--- src/rtl/core/deq_pkg.sv ---
// Shared types and constants for the double-ended queue engine.
`timescale 1ns / 1ps

package deq_pkg;

   // Fixed field widths of the request and response beats
   localparam int FUNC_W      = 3;
   localparam int PUSH_W      = 32;
   localparam int SLOT_W      = 8;
   localparam int ELEM_OUT_W  = 32;
   localparam int COUNT_W     = 9;
   localparam int STATUS_W    = 2;
   localparam int START_W     = 2;

   // Operation codes
   localparam logic [FUNC_W-1:0] FUNC_PUSH_FRONT = 3'd0;
   localparam logic [FUNC_W-1:0] FUNC_PUSH_BACK  = 3'd1;
   localparam logic [FUNC_W-1:0] FUNC_POP_FRONT  = 3'd2;
   localparam logic [FUNC_W-1:0] FUNC_POP_BACK   = 3'd3;
   localparam logic [FUNC_W-1:0] FUNC_READ_SLOT  = 3'd4;
   localparam logic [FUNC_W-1:0] FUNC_REINIT     = 3'd5;

   // Status codes
   localparam logic [STATUS_W-1:0] STATUS_OK        = 2'd0;
   localparam logic [STATUS_W-1:0] STATUS_FULL      = 2'd1;
   localparam logic [STATUS_W-1:0] STATUS_EMPTY     = 2'd2;
   localparam logic [STATUS_W-1:0] STATUS_OUT_RANGE = 2'd3;

   // Start position codes (anything else behaves as middle)
   localparam logic [START_W-1:0] START_BEGIN  = 2'd0;
   localparam logic [START_W-1:0] START_MIDDLE = 2'd1;
   localparam logic [START_W-1:0] START_END    = 2'd2;

   // Depth of the result queue between front and back
   localparam int QUEUE_DEPTH = 4;
   localparam int QUEUE_AW    = $clog2(QUEUE_DEPTH);
   localparam int QUEUE_LW    = $clog2(QUEUE_DEPTH + 1);

   typedef struct packed {
      logic [FUNC_W-1:0] func;
      logic [PUSH_W-1:0] push_value;
      logic [SLOT_W-1:0] slot_index;
   } req_type;

   typedef struct packed {
      logic [ELEM_OUT_W-1:0] element_out;
      logic [COUNT_W-1:0]    live_count;
      logic                  is_empty;
      logic [STATUS_W-1:0]   status;
   } rsp_type;

   // Descriptor carried alongside the store read
   typedef struct packed {
      logic                rd_hit;
      logic [COUNT_W-1:0]  live_count;
      logic                is_empty;
      logic [STATUS_W-1:0] status;
   } meta_type;

endpackage

--- src/rtl/core/deq_queue.sv ---
// Short result queue decoupling the front end from the output stage.
`timescale 1ns / 1ps

module deq_queue (
   input  logic                          clock,
   input  logic                          reset,
   input  logic                          push,
   input  deq_pkg::rsp_type              push_data,
   input  logic                          pop,
   output logic                          not_empty,
   output deq_pkg::rsp_type              head_data,
   output logic [deq_pkg::QUEUE_LW-1:0]  level
);

   localparam int QAW = deq_pkg::QUEUE_AW;
   localparam int QLW = deq_pkg::QUEUE_LW;
   localparam logic [QAW-1:0] LAST = QAW'(deq_pkg::QUEUE_DEPTH - 1);

   deq_pkg::rsp_type  entry_ff [deq_pkg::QUEUE_DEPTH];
   logic [QAW-1:0]    head_ff, head_in, tail_ff, tail_in;
   logic [QLW-1:0]    level_ff, level_in;
   logic              do_pop;

   assign do_pop    = pop & (level_ff != '0);
   assign not_empty = (level_ff != '0);
   assign head_data = entry_ff[head_ff];
   assign level     = level_ff;

   // Pointer and level update
   always_comb begin
      head_in  = head_ff;
      tail_in  = tail_ff;
      level_in = level_ff;
      if (push) begin
         tail_in = (tail_ff == LAST) ? '0 : tail_ff + QAW'(1);
      end
      if (do_pop) begin
         head_in = (head_ff == LAST) ? '0 : head_ff + QAW'(1);
      end
      case ({push, do_pop})
         2'b10:   level_in = level_ff + QLW'(1);
         2'b01:   level_in = level_ff - QLW'(1);
         default: level_in = level_ff;
      endcase
   end

   always_ff @(posedge clock) begin
      if (reset) begin
         head_ff  <= '0;
         tail_ff  <= '0;
         level_ff <= '0;
      end else begin
         head_ff  <= head_in;
         tail_ff  <= tail_in;
         level_ff <= level_in;
      end
   end

   // Entry storage
   always_ff @(posedge clock) begin
      if (push) begin
         entry_ff[tail_ff] <= push_data;
      end
   end

endmodule

--- config.mk ---
export PLATFORM = sky130hd
export DESIGN_NAME = deq_queue
export DESIGN_NICKNAME = d
export VERILOG_FILES = /design/src/rtl/core/deq_pkg.sv /design/src/rtl/core/deq_queue.sv
export SDC_FILE = /design/constraint.sdc
export NUM_CORES = 1
export LEC_CHECK = 0
export ABC_AREA = 1
export CAP_MARGIN = 20
export CORE_AREA = 3 3 100 141
export CTS_BUF_LIST = sky130_fd_sc_hd__clkbuf_8
export DETAILED_ROUTE_END_ITERATION = 10
export DIE_AREA = 0 0 103 144
export DONT_BUFFER_PORTS = 1
export PLACE_DENSITY = 0.76
export SLEW_MARGIN = 10
export SYNTH_ARGS = -nofsm -noshare
export SYNTH_HDL_FRONTEND = slang
export SYNTH_SLANG_ARGS = --single-unit
--- constraint.sdc ---
create_clock -name clock -period 2.8 [get_ports clock]
set_clock_uncertainty 0.1 [all_clocks]
set_input_delay 0.14 -clock clock [delete_from_list [all_inputs] [get_ports clock]]
set_output_delay 0.14 -clock clock [all_outputs]
set_load 0.01 [all_outputs]
==> metrics.csv <==
metric,value,unit
power,0.00634,W
required,2560,ps
grt_pass1_vias,4167,
dr.pass1.iters,6,
via_count,4061,
power_density,782,nW/µm²
rows,49,
final_antenna_net_count,0,
power_frac_comb,20.0,%
drcViolationCount,0,
die_area,14800,µm²
ys_warn_count,0,
finalSetupTns,0,ps
drt-total-wl,13700,µm
clkPwrFrac,28.5,%
fin_crit_sh,86.2,%
synthDistinctLibCells,25,
utilization,62.9,%
cp_max_fo,88,
gp_congestion,0.721,
critPathCaptureType,primary output,
initial_utilization,55.0,%
grt_max_degree,89,
place_ws,691,ps
cp-start-kind,flip-flop,
drt_iter0_drc,270,
seq_power_share,51.5,%
hold_viol,0,
port_buffers,0,
clk_latency,450,ps
syn-cell-area,7080,µm²
ys_ff_latch,185,
clock-sinks,185,
clock_tree.root_cell,clkbuf_8,
tightest_slew,790,ps
cap_violations,0,
slew_violations,0,
clk_path_buf_depth,2,
area_delta_synth_final,14.3,%
nets,590,
vias_per_cell,5.78,
status,completed,
fmax,0.414,GHz
setup_viol,0,
setup_ws,387,ps
die_w,103,µm
postSynthNetCount,543,
slew_headroom,47.2,%
p_sw_share,30.2,%
critical_path_arrival,2170,ps
p_int,0.00442,W
antenna_found_initial,2,
final_layout_size_suffix_gt1_share,12.0,%
hp-class,input port to flip-flop,
yosysSeqAreaShare,77.1,%
final.min_clock_period,2410,ps
worstSetupPathType,flip-flop to primary output,
synth_area_per_cell,14.5,µm²
wl_per_cell,19.5,µm
io_pins,96,
vdd_drop_max,499,µV
leakage,2.73,nW
dieHeight,144,µm
holdWs,34.7,ps
overflow,0,
htreeDepth,4,
rsz0062_at_grt,no,
grtUsageTotal,19.3,%
switchingPower,0.00191,W
syn_inst,488,
post-synth-top-area-cell,edfxtp_1,
hpwlAfterDp,7770,µm
synthTopCellsByArea,"edfxtp_1 75%, o21ai_0 5.9%, nor2_1 4.3%, o22ai_1 3.0%, dfxtp_1 2.5%",
cts_made_buffers,17,
core,12900,µm²
cts_tree,built,
grt_pass1_wl,21200,µm
cts.reportedPaths.clkPinSlew,90,ps
synthDominantCellAreaShare,74.6,%
-- what timing repair did --
item | CTS | global route
hold buffers | 48 | 0
endpoints found under the hold margin | 185 | 0
gates resized for setup | 0 | 0
setup buffers | 0 | 0
-- path summary, 6_finish.rpt --
path                            startpoint              end  slack (ps)  cells after the start
worst max-delay path             flip-flop    head_data[18]         390                      3
worst max register to register    level[0]         level[2]         610                     11
worst min register to register  head_ff[1]        flip-flop         450                      2
worst min-delay path                  push  entry_ff[0][35]          30                      2
-- cells in the final DEF (no fill, tap or decap), drive strengths merged --
master and instances:
nand4 1, bufinv 3, clkbuf 17, o21ai 91, edfxtp 176, o22ai 44, and2 1, nor3 1
nand3 4, nor2 92, clkinvlp 2, a21oi 6, ha 6, inv 24, clkinv 4, dfxtp 9
dlygate4sd3 48, buf 7, fa 1, nand2 10, or2 1, diode 2
-- per-layer routing --
layer	share of wire (%)	routed length (µm)	global-route usage, %	vias up
met5	0	0	0	-
met1	39	5300	21.1	2021
met3	4.6	638	5.50	20
met2	55	7600	34.8	109
li1	-	-	-	1911
met4	1.5	204	7.84	0
-- cell usage after synthesis --
cell,count
edfxtp_1,176
o21ai_0,84
nor2_1,82
o22ai_1,34
buf_2,18
inv_1,16
nand2_1,10
nor2_2,10
o22ai_2,10
dfxtp_1,9
o21ai_1,7
a21oi_1,6
ha_1,6
nand3_1,4
buf_6,3
clkbuf_2,3
buf_8,2
and2_1,1
buf_4,1
fa_1,1
inv_2,1
inv_6,1
nand4_1,1
nor3_1,1
or2_2,1
-- per-stage QoR --
step | instance area, µm² | cells
floorplan | 7080 | 488
global placement | 7200 | 621
detailed placement | 7200 | 621
CTS | 8090 | 701
global route | 8100 | 703
finish | 8100 | 703
-- kinds of logic (layout without fill, tap and decap cells) --
family,after synthesis,count (layout),synth area share (%)
adder cells (fa/ha/maj),7,7,1.34
buffers and inverters,45,105,3.51
AO/OA/AOI/OAI,141,141,11.6
AND/OR/NAND/NOR,110,110,6.38
other,0,2,0
flip-flops,185,185,77.1
-- registers in the layout, indices dropped and copies added (netlist names), named ones only --
signal	count
level	3
tail_ff	2
entry_ff	176
head_ff	2
-- cell type report --
class                           instances  area [µm²]
Clock inverter                         15         175
Sequential cell                       185        5470
Multi-Input combinational cell        258        1370
Timing Repair Buffer                   55         583
Tap cell                              153         191
Inverter                               18        72.6
Clock buffer                           17         234
Fill cell                             935        4780
Antenna cell                            2        5.00
-- power by group through the flow --
| stage | sequential, W | clock (W) | combinational (W) |
|---|---|---|---|
| 3_3_place_gp | 0.00332 | 0 | 0.00115 |
| 6_report | 0.00326 | 0.00181 | 0.00127 |
| 4_1_cts | 0.00327 | 0.00184 | 0.00128 |
| 2_1_floorplan | 0.00328 | 0 | 0.00101 |
| 5_1_grt | 0.00328 | 0.00196 | 0.00140 |
| 3_5_place_dp | 0.00333 | 0 | 0.00120 |
-- critical path, cell delays in order, from the launching register on --
cell and delay (ps):
dfxtp_2 780, inv_6 390, o21ai_0 370, o22ai_2 140
No activity file was read; power rests on OpenSTA's default activity.
