File: src/rtl/core/deq_pkg.sv
// Shared types and constants for the double-ended queue engine.
`timescale 1ns / 1ps

package deq_pkg;

   // Fixed field widths of the request and response beats
   localparam int FUNC_W      = 3;
   localparam int PUSH_W      = 32;
   localparam int SLOT_W      = 8;
   localparam int ELEM_OUT_W  = 32;
   localparam int COUNT_W     = 9;
   localparam int STATUS_W    = 2;
   localparam int START_W     = 2;

   // Operation codes
   localparam logic [FUNC_W-1:0] FUNC_PUSH_FRONT = 3'd0;
   localparam logic [FUNC_W-1:0] FUNC_PUSH_BACK  = 3'd1;
   localparam logic [FUNC_W-1:0] FUNC_POP_FRONT  = 3'd2;
   localparam logic [FUNC_W-1:0] FUNC_POP_BACK   = 3'd3;
   localparam logic [FUNC_W-1:0] FUNC_READ_SLOT  = 3'd4;
   localparam logic [FUNC_W-1:0] FUNC_REINIT     = 3'd5;

   // Status codes
   localparam logic [STATUS_W-1:0] STATUS_OK        = 2'd0;
   localparam logic [STATUS_W-1:0] STATUS_FULL      = 2'd1;
   localparam logic [STATUS_W-1:0] STATUS_EMPTY     = 2'd2;
   localparam logic [STATUS_W-1:0] STATUS_OUT_RANGE = 2'd3;

   // Start position codes (anything else behaves as middle)
   localparam logic [START_W-1:0] START_BEGIN  = 2'd0;
   localparam logic [START_W-1:0] START_MIDDLE = 2'd1;
   localparam logic [START_W-1:0] START_END    = 2'd2;

   // Depth of the result queue between front and back
   localparam int QUEUE_DEPTH = 4;
   localparam int QUEUE_AW    = $clog2(QUEUE_DEPTH);
   localparam int QUEUE_LW    = $clog2(QUEUE_DEPTH + 1);

   typedef struct packed {
      logic [FUNC_W-1:0] func;
      logic [PUSH_W-1:0] push_value;
      logic [SLOT_W-1:0] slot_index;
   } req_type;

   typedef struct packed {
      logic [ELEM_OUT_W-1:0] element_out;
      logic [COUNT_W-1:0]    live_count;
      logic                  is_empty;
      logic [STATUS_W-1:0]   status;
   } rsp_type;

   // Descriptor carried alongside the store read
   typedef struct packed {
      logic                rd_hit;
      logic [COUNT_W-1:0]  live_count;
      logic                is_empty;
      logic [STATUS_W-1:0] status;
   } meta_type;

endpackage

File: src/rtl/core/deq_back.sv
// Back end: output register presenting result beats to the receiver.
`timescale 1ns / 1ps

module deq_back (
   input  logic              clock,
   input  logic              reset,
   input  logic              q_not_empty,
   input  deq_pkg::rsp_type  q_head_data,
   output logic              q_pop,
   output logic              rsp_valid,
   input  logic              rsp_stall,
   output deq_pkg::rsp_type  rsp_data
);

   logic             rsp_valid_ff, rsp_valid_in;
   deq_pkg::rsp_type rsp_data_ff;
   logic             load;

   // Reload when empty or when the current beat is taken
   assign load         = ~rsp_valid_ff | ~rsp_stall;
   assign q_pop        = load & q_not_empty;
   assign rsp_valid_in = load ? q_not_empty : rsp_valid_ff;

   always_ff @(posedge clock) begin
      if (reset) begin
         rsp_valid_ff <= 1'b0;
      end else begin
         rsp_valid_ff <= rsp_valid_in;
      end
   end

   always_ff @(posedge clock) begin
      if (q_pop) begin
         rsp_data_ff <= q_head_data;
      end
   end

   assign rsp_valid = rsp_valid_ff;
   assign rsp_data  = rsp_data_ff;

endmodule
File: config.mk
export PLATFORM = sky130hd
export DESIGN_NAME = deq_back
export DESIGN_NICKNAME = d
export VERILOG_FILES = /design/src/rtl/core/deq_pkg.sv /design/src/rtl/core/deq_back.sv
export SDC_FILE = /design/constraint.sdc
export NUM_CORES = 1
export LEC_CHECK = 0
export BUFFER_PORTS_ARGS = -buffer_cell sky130_fd_sc_hd__buf_2
export CORE_MARGIN = 1
export CORE_UTILIZATION = 40
export DETAILED_ROUTE_END_ITERATION = 16
export PLACE_DENSITY_LB_ADDON = 0.1
export SLEW_MARGIN = 10
export SYNTH_ARGS = -nofsm -noshare
export SYNTH_HDL_FRONTEND = slang
export SYNTH_SLANG_ARGS = --single-unit
File: constraint.sdc
create_clock -name clock -period 5 [get_ports clock]
set_input_delay 1.25 -clock clock [delete_from_list [all_inputs] [get_ports clock]]
set_output_delay 1.25 -clock clock [all_outputs]
set_load 0.02 [all_outputs]
==> reports/results.ini, run 1 <==
[synth]
synthCells = 48
syn_area_um2 = 1360
yosysSeqAreaShare_pct = 98.8
synth-seq-cells = 45
syn_nets = 96
syn_avg_cell_area_um2 = 28.3
ys_types = 5
ys_warn_count = 0

[cells_and_area]
final_util_pct = 62.1
diodes = 0
instances_no_fill = 193
final_area_um2 = 1940
multiInputGateArea_um2 = 27.5
final_common_cell = buf_2
nFillCells = 248
final_cell_mix = buf_2 (93), edfxtp_1 (44), clkbuf_4 (5)
area_delta_synth_final_pct = 43.0
seq_area_um2 = 1340
final_net_count = 197
layout-drive-gt1-share_pct = 67.1

[place]
pre_cts_ws_ns = 2.05
routabilityCongestion = 0.658
io_buffers = 93
dp_cells = 186
dpl_cell_area_um2 = 1900

[die]
dieWidth_um = 60.3
rows = 20
coreArea_um2 = 3130
initial_core_util_pct = 43.4
die-area_um2 = 3630
die_h_um = 60.3
ioPinCount = 94

[timing]
rsz0062_at_grt = no
period_minus_slack_ns = 2.94
slew_viol_final = 0
min_period_over_period_pct = 58.9
setup_tns_ns = 0
finalHoldViolCount = 0
worst_pin_slew_ns = 0.515
finalSetupViolations = 0
hold_ws_ns = 0.561
max_freq_mhz = 340
relSlewSlack_pct = 65.7
finalClockSkew_ns = 0.00122
layout_setup_ws_ns = 2.06

[clock_network]
post_cts_resized = 0
clock_sinks = 45
insertion_delay_ns = 0.33
clk_pin_slew_ns = 0.11
clock_path_buffers = 2
postCtsSetupBuffers = 0
cts_tree = done
h-tree-depth = 2
ctsHoldBuffers = 0
cts-root-buf = clkbuf_4
cts_buffers = 5

[global_routing]
grt_pass1_wl_um = 3300
grt.total_usage_pct = 13.6
overflow = 0
grt_max_degree = 45
grt_antenna_before_repair = 0
grt_pass1_vias = 754

[routing]
postRouteAntennaNets = 0
avgViaCountPerCell = 4.22
first_pass_iters = 3
drc = 0
drt-initial-drc-count = 8
wl_per_cell_um = 11.8
via_count = 815
wirelength_um = 2290

[run_status]
run_status = finished, final reports clean

[power_and_ir_drop]
powerDensity_nw_per_um2 = 344
leakage_nw = 0.844
power_uw = 667
ir_worst_vdd_v = 0.000210

[worst_hold_path]
hold_class = flop to flop

[worst_setup_path]
crit_fanout = 2
cp_data_arrival_time_ns = 1.69
end_kind = primary output
cp-start-kind = primary input
crit_type = primary input to primary output
worstPathRequired_ns = 3.75

[job]
max-cap-violations = 0

logic make-up after synthesis:
family	Yosys count	synth area share, %
AOI/OAI and AO/OA	2	0.922
DFF	45	98.8
and+or+nand+nor	1	0.276
report_power, final:
part | switching, mW | internal, mW | total (mW) | leakage, nW
logic | 0.0480 | 0.0283 | 0.0763 | 0.384
clock network | 0.0953 | 0.0512 | 0.146 | 0.0258
registers | 0.00479 | 0.440 | 0.444 | 0.434
total | 0.148 | 0.519 | 0.667 | 0.844
sequential cells by signal, indices dropped and copies added, names as in the netlist:
register / cells
rsp_data: 44
rsp_valid: 1
routing by layer:
layer	wire length, um	global-route usage (%)	vias to the layer above
li1	-	-	393
met1	778	13.2	359
met2	1200	22.3	59
met3	285	8.44	4
met4	26	6.98	0
met5	0	0	-
synth_stat cells:
| master | instances | area, um2 |
|---|---|---|
| nor2_1 | 1 | 3.75 |
| a21boi_1 | 1 | 7.51 |
| dfxtp_1 | 1 | 20.0 |
| a21oi_1 | 1 | 5.00 |
| edfxtp_1 | 44 | 1320 |
final timing paths:
path	from	to	slack (ns)	cells after the start
max	rsp_stall	q_pop	2.06	3
min	rsp_valid	rsp_valid	0.56	2
max reg2reg	rsp_valid	rsp_data[43]	3.69	2
min reg2reg	rsp_valid	rsp_valid	0.56	2
final cells by class:
cell class | instances | share of cell area (%)
Clock inverter | 1 | 0.193
Tap cell | 44 | 2.84
Clock buffer | 6 | 2.13
Sequential cell | 45 | 69.1
Multi-Input combinational cell | 3 | 1.42
Timing Repair Buffer | 94 | 24.4
worst max-delay path, stage by stage:
cell and delay, ns:
buf_2 0.12, a21boi_4 0.15, buf_2 0.18
No activity file was read; power rests on OpenSTA's default activity.
==> run 2: changes to the inputs <==
--- a/config.mk
+++ b/config.mk
@@ -7,7 +7,7 @@
 export LEC_CHECK = 0
 export BUFFER_PORTS_ARGS = -buffer_cell sky130_fd_sc_hd__buf_2
 export CORE_MARGIN = 1
-export CORE_UTILIZATION = 40
+export CORE_UTILIZATION = 36
 export DETAILED_ROUTE_END_ITERATION = 16
 export PLACE_DENSITY_LB_ADDON = 0.1
 export SLEW_MARGIN = 10
==> constraint.sdc (replaced) <==
create_clock -name clock -period 2.7 [get_ports clock]
set_input_delay 0.675 -clock clock [delete_from_list [all_inputs] [get_ports clock]]
set_output_delay 0.675 -clock clock [all_outputs]
set_load 0.02 [all_outputs]
==> run 2 against run 1 <==
Against the previous run: highest routed layer is now met3; worst setup slack worse by 1.2 ns; critical path type unchanged; largest cell class unchanged; hold slack worse by 0.016 ns; sequential share of layout area down 3.3 points; clock skew up 0.0064 ns; sequential power up 85%; sequential cell count unchanged.
==> reports/results.ini, run 2 (synthesized netlist as in run 1, its figures left out) <==
[run_status]
run_status = finished, final reports clean

[timing]
relSlewSlack_pct = 81.7
min_period_over_period_pct = 68.2
slew_viol_final = 0
rsz0062_at_grt = no
setup_tns_ns = 0
worst_pin_slew_ns = 0.275
finalSetupViolations = 0
period_minus_slack_ns = 1.84
finalClockSkew_ns = 0.00763
finalHoldViolCount = 0
max_freq_mhz = 543

[clock_network]
clock_path_buffers = 2
clock_sinks = 45
postCtsSetupBuffers = 0
cts_buffers = 5
cts-root-buf = clkbuf_8
cts_tree = done
post_cts_resized = 0
clk_pin_slew_ns = 0.07
h-tree-depth = 2
ctsHoldBuffers = 0
insertion_delay_ns = 0.29

[cells_and_area]
final_common_cell = buf_2
final_net_count = 198
final_cell_mix = buf_2 (93), edfxtp_1 (44), clkbuf_8 (5)
layout-drive-gt1-share_pct = 68.9
largest_reg_flops = 44
diodes = 0
area_delta_synth_final_pct = 50.3

[routing]
drt-initial-drc-count = 19
wl_per_cell_um = 12.6
via_count = 815
postRouteAntennaNets = 0
first_pass_iters = 3
drc = 0
wirelength_um = 2470
avgViaCountPerCell = 4.14

[worst_hold_path]
hold_class = primary input to flop
holdPathStages = 2

[die]
coreArea_um2 = 3470
die_h_um = 63.4
dieWidth_um = 63.4
initial_core_util_pct = 39.1
ioPinCount = 94
die-area_um2 = 4020
rows = 21

[worst_setup_path]
cp-start-kind = primary input
crit_fanout = 3
end_kind = primary output
cp_data_arrival_time_ns = 1.17
reg2regPathDepth = 2
crit_type = primary input to primary output
worstPathRequired_ns = 2.03

[global_routing]
grt_max_degree = 24
grt_antenna_before_repair = 0
grt_pass1_wl_um = 3870
grt_pass1_vias = 802
overflow = 0
grt.total_usage_pct = 13.4

[power_and_ir_drop]
leakage_nw = 0.891
ir_worst_vdd_v = 0.000365
powerDensity_nw_per_um2 = 756
power_mw = 1.54

[place]
io_buffers = 93
routabilityCongestion = 0.737

[job]
max-cap-violations = 0

## run 2: layout make-up
class / instances / area [um2]
clock buffers: 5 / 68.8
clock inverters: 3 / 65.1
fillers: 306 / 1430
multi-input cells: 3 / 27.5
flip-flops and latches: 45 / 1340
well taps: 46 / 57.6
repair buffers: 95 / 480
## run 2: through the flow
| stage | utilization [%] | hold WS, ns | cells | setup slack [ns] | instance area (um2) |
|---|---|---|---|---|---|
| 2_1_floorplan | - | 0.619 | 48 | 0.451 | 1370 |
| 4_1_cts | 58.8 | 0.529 | 197 | 0.848 | 2040 |
| 3_3_place_gp | 55.0 | 0.539 | 189 | 0.850 | 1910 |
| 6_report | 58.8 | 0.544 | 197 | 0.858 | 2040 |
| 5_1_grt | 58.8 | 0.528 | 197 | 0.831 | 2040 |
| 3_5_place_dp | 55.0 | 0.546 | 189 | 0.850 | 1910 |
## run 2: power by group
part | total (mW) | leakage [nW] | internal (mW) | switching [mW]
Sequential | 0.823 | 0.434 | 0.814 | 0.00910
Clock | 0.576 | 0.0681 | 0.367 | 0.208
Combinational | 0.145 | 0.389 | 0.0537 | 0.0910
Total | 1.54 | 0.891 | 1.24 | 0.309
## run 2: final timing paths
path	start	end	slack, ns
max	rsp_stall	q_pop	0.86
min	reset	rsp_valid	0.54
max reg2reg	rsp_valid	rsp_data[18]	1.56
min reg2reg	rsp_valid	rsp_valid	0.56
## run 2: critical path, stage by stage
cell,delay [ns]
buf_2,0.12
a21boi_4,0.18
buf_2,0.19
## run 2: layer usage
| layer | vias up | global-route usage, % | routed length [um] |
|---|---|---|---|
| li1 | 393 | - | - |
| met1 | 364 | 14.9 | 953 |
| met2 | 58 | 22.2 | 1250 |
| met3 | 0 | 7.43 | 275 |
| met4 | 0 | 3.41 | 0 |
| met5 | - | 0 | 0 |
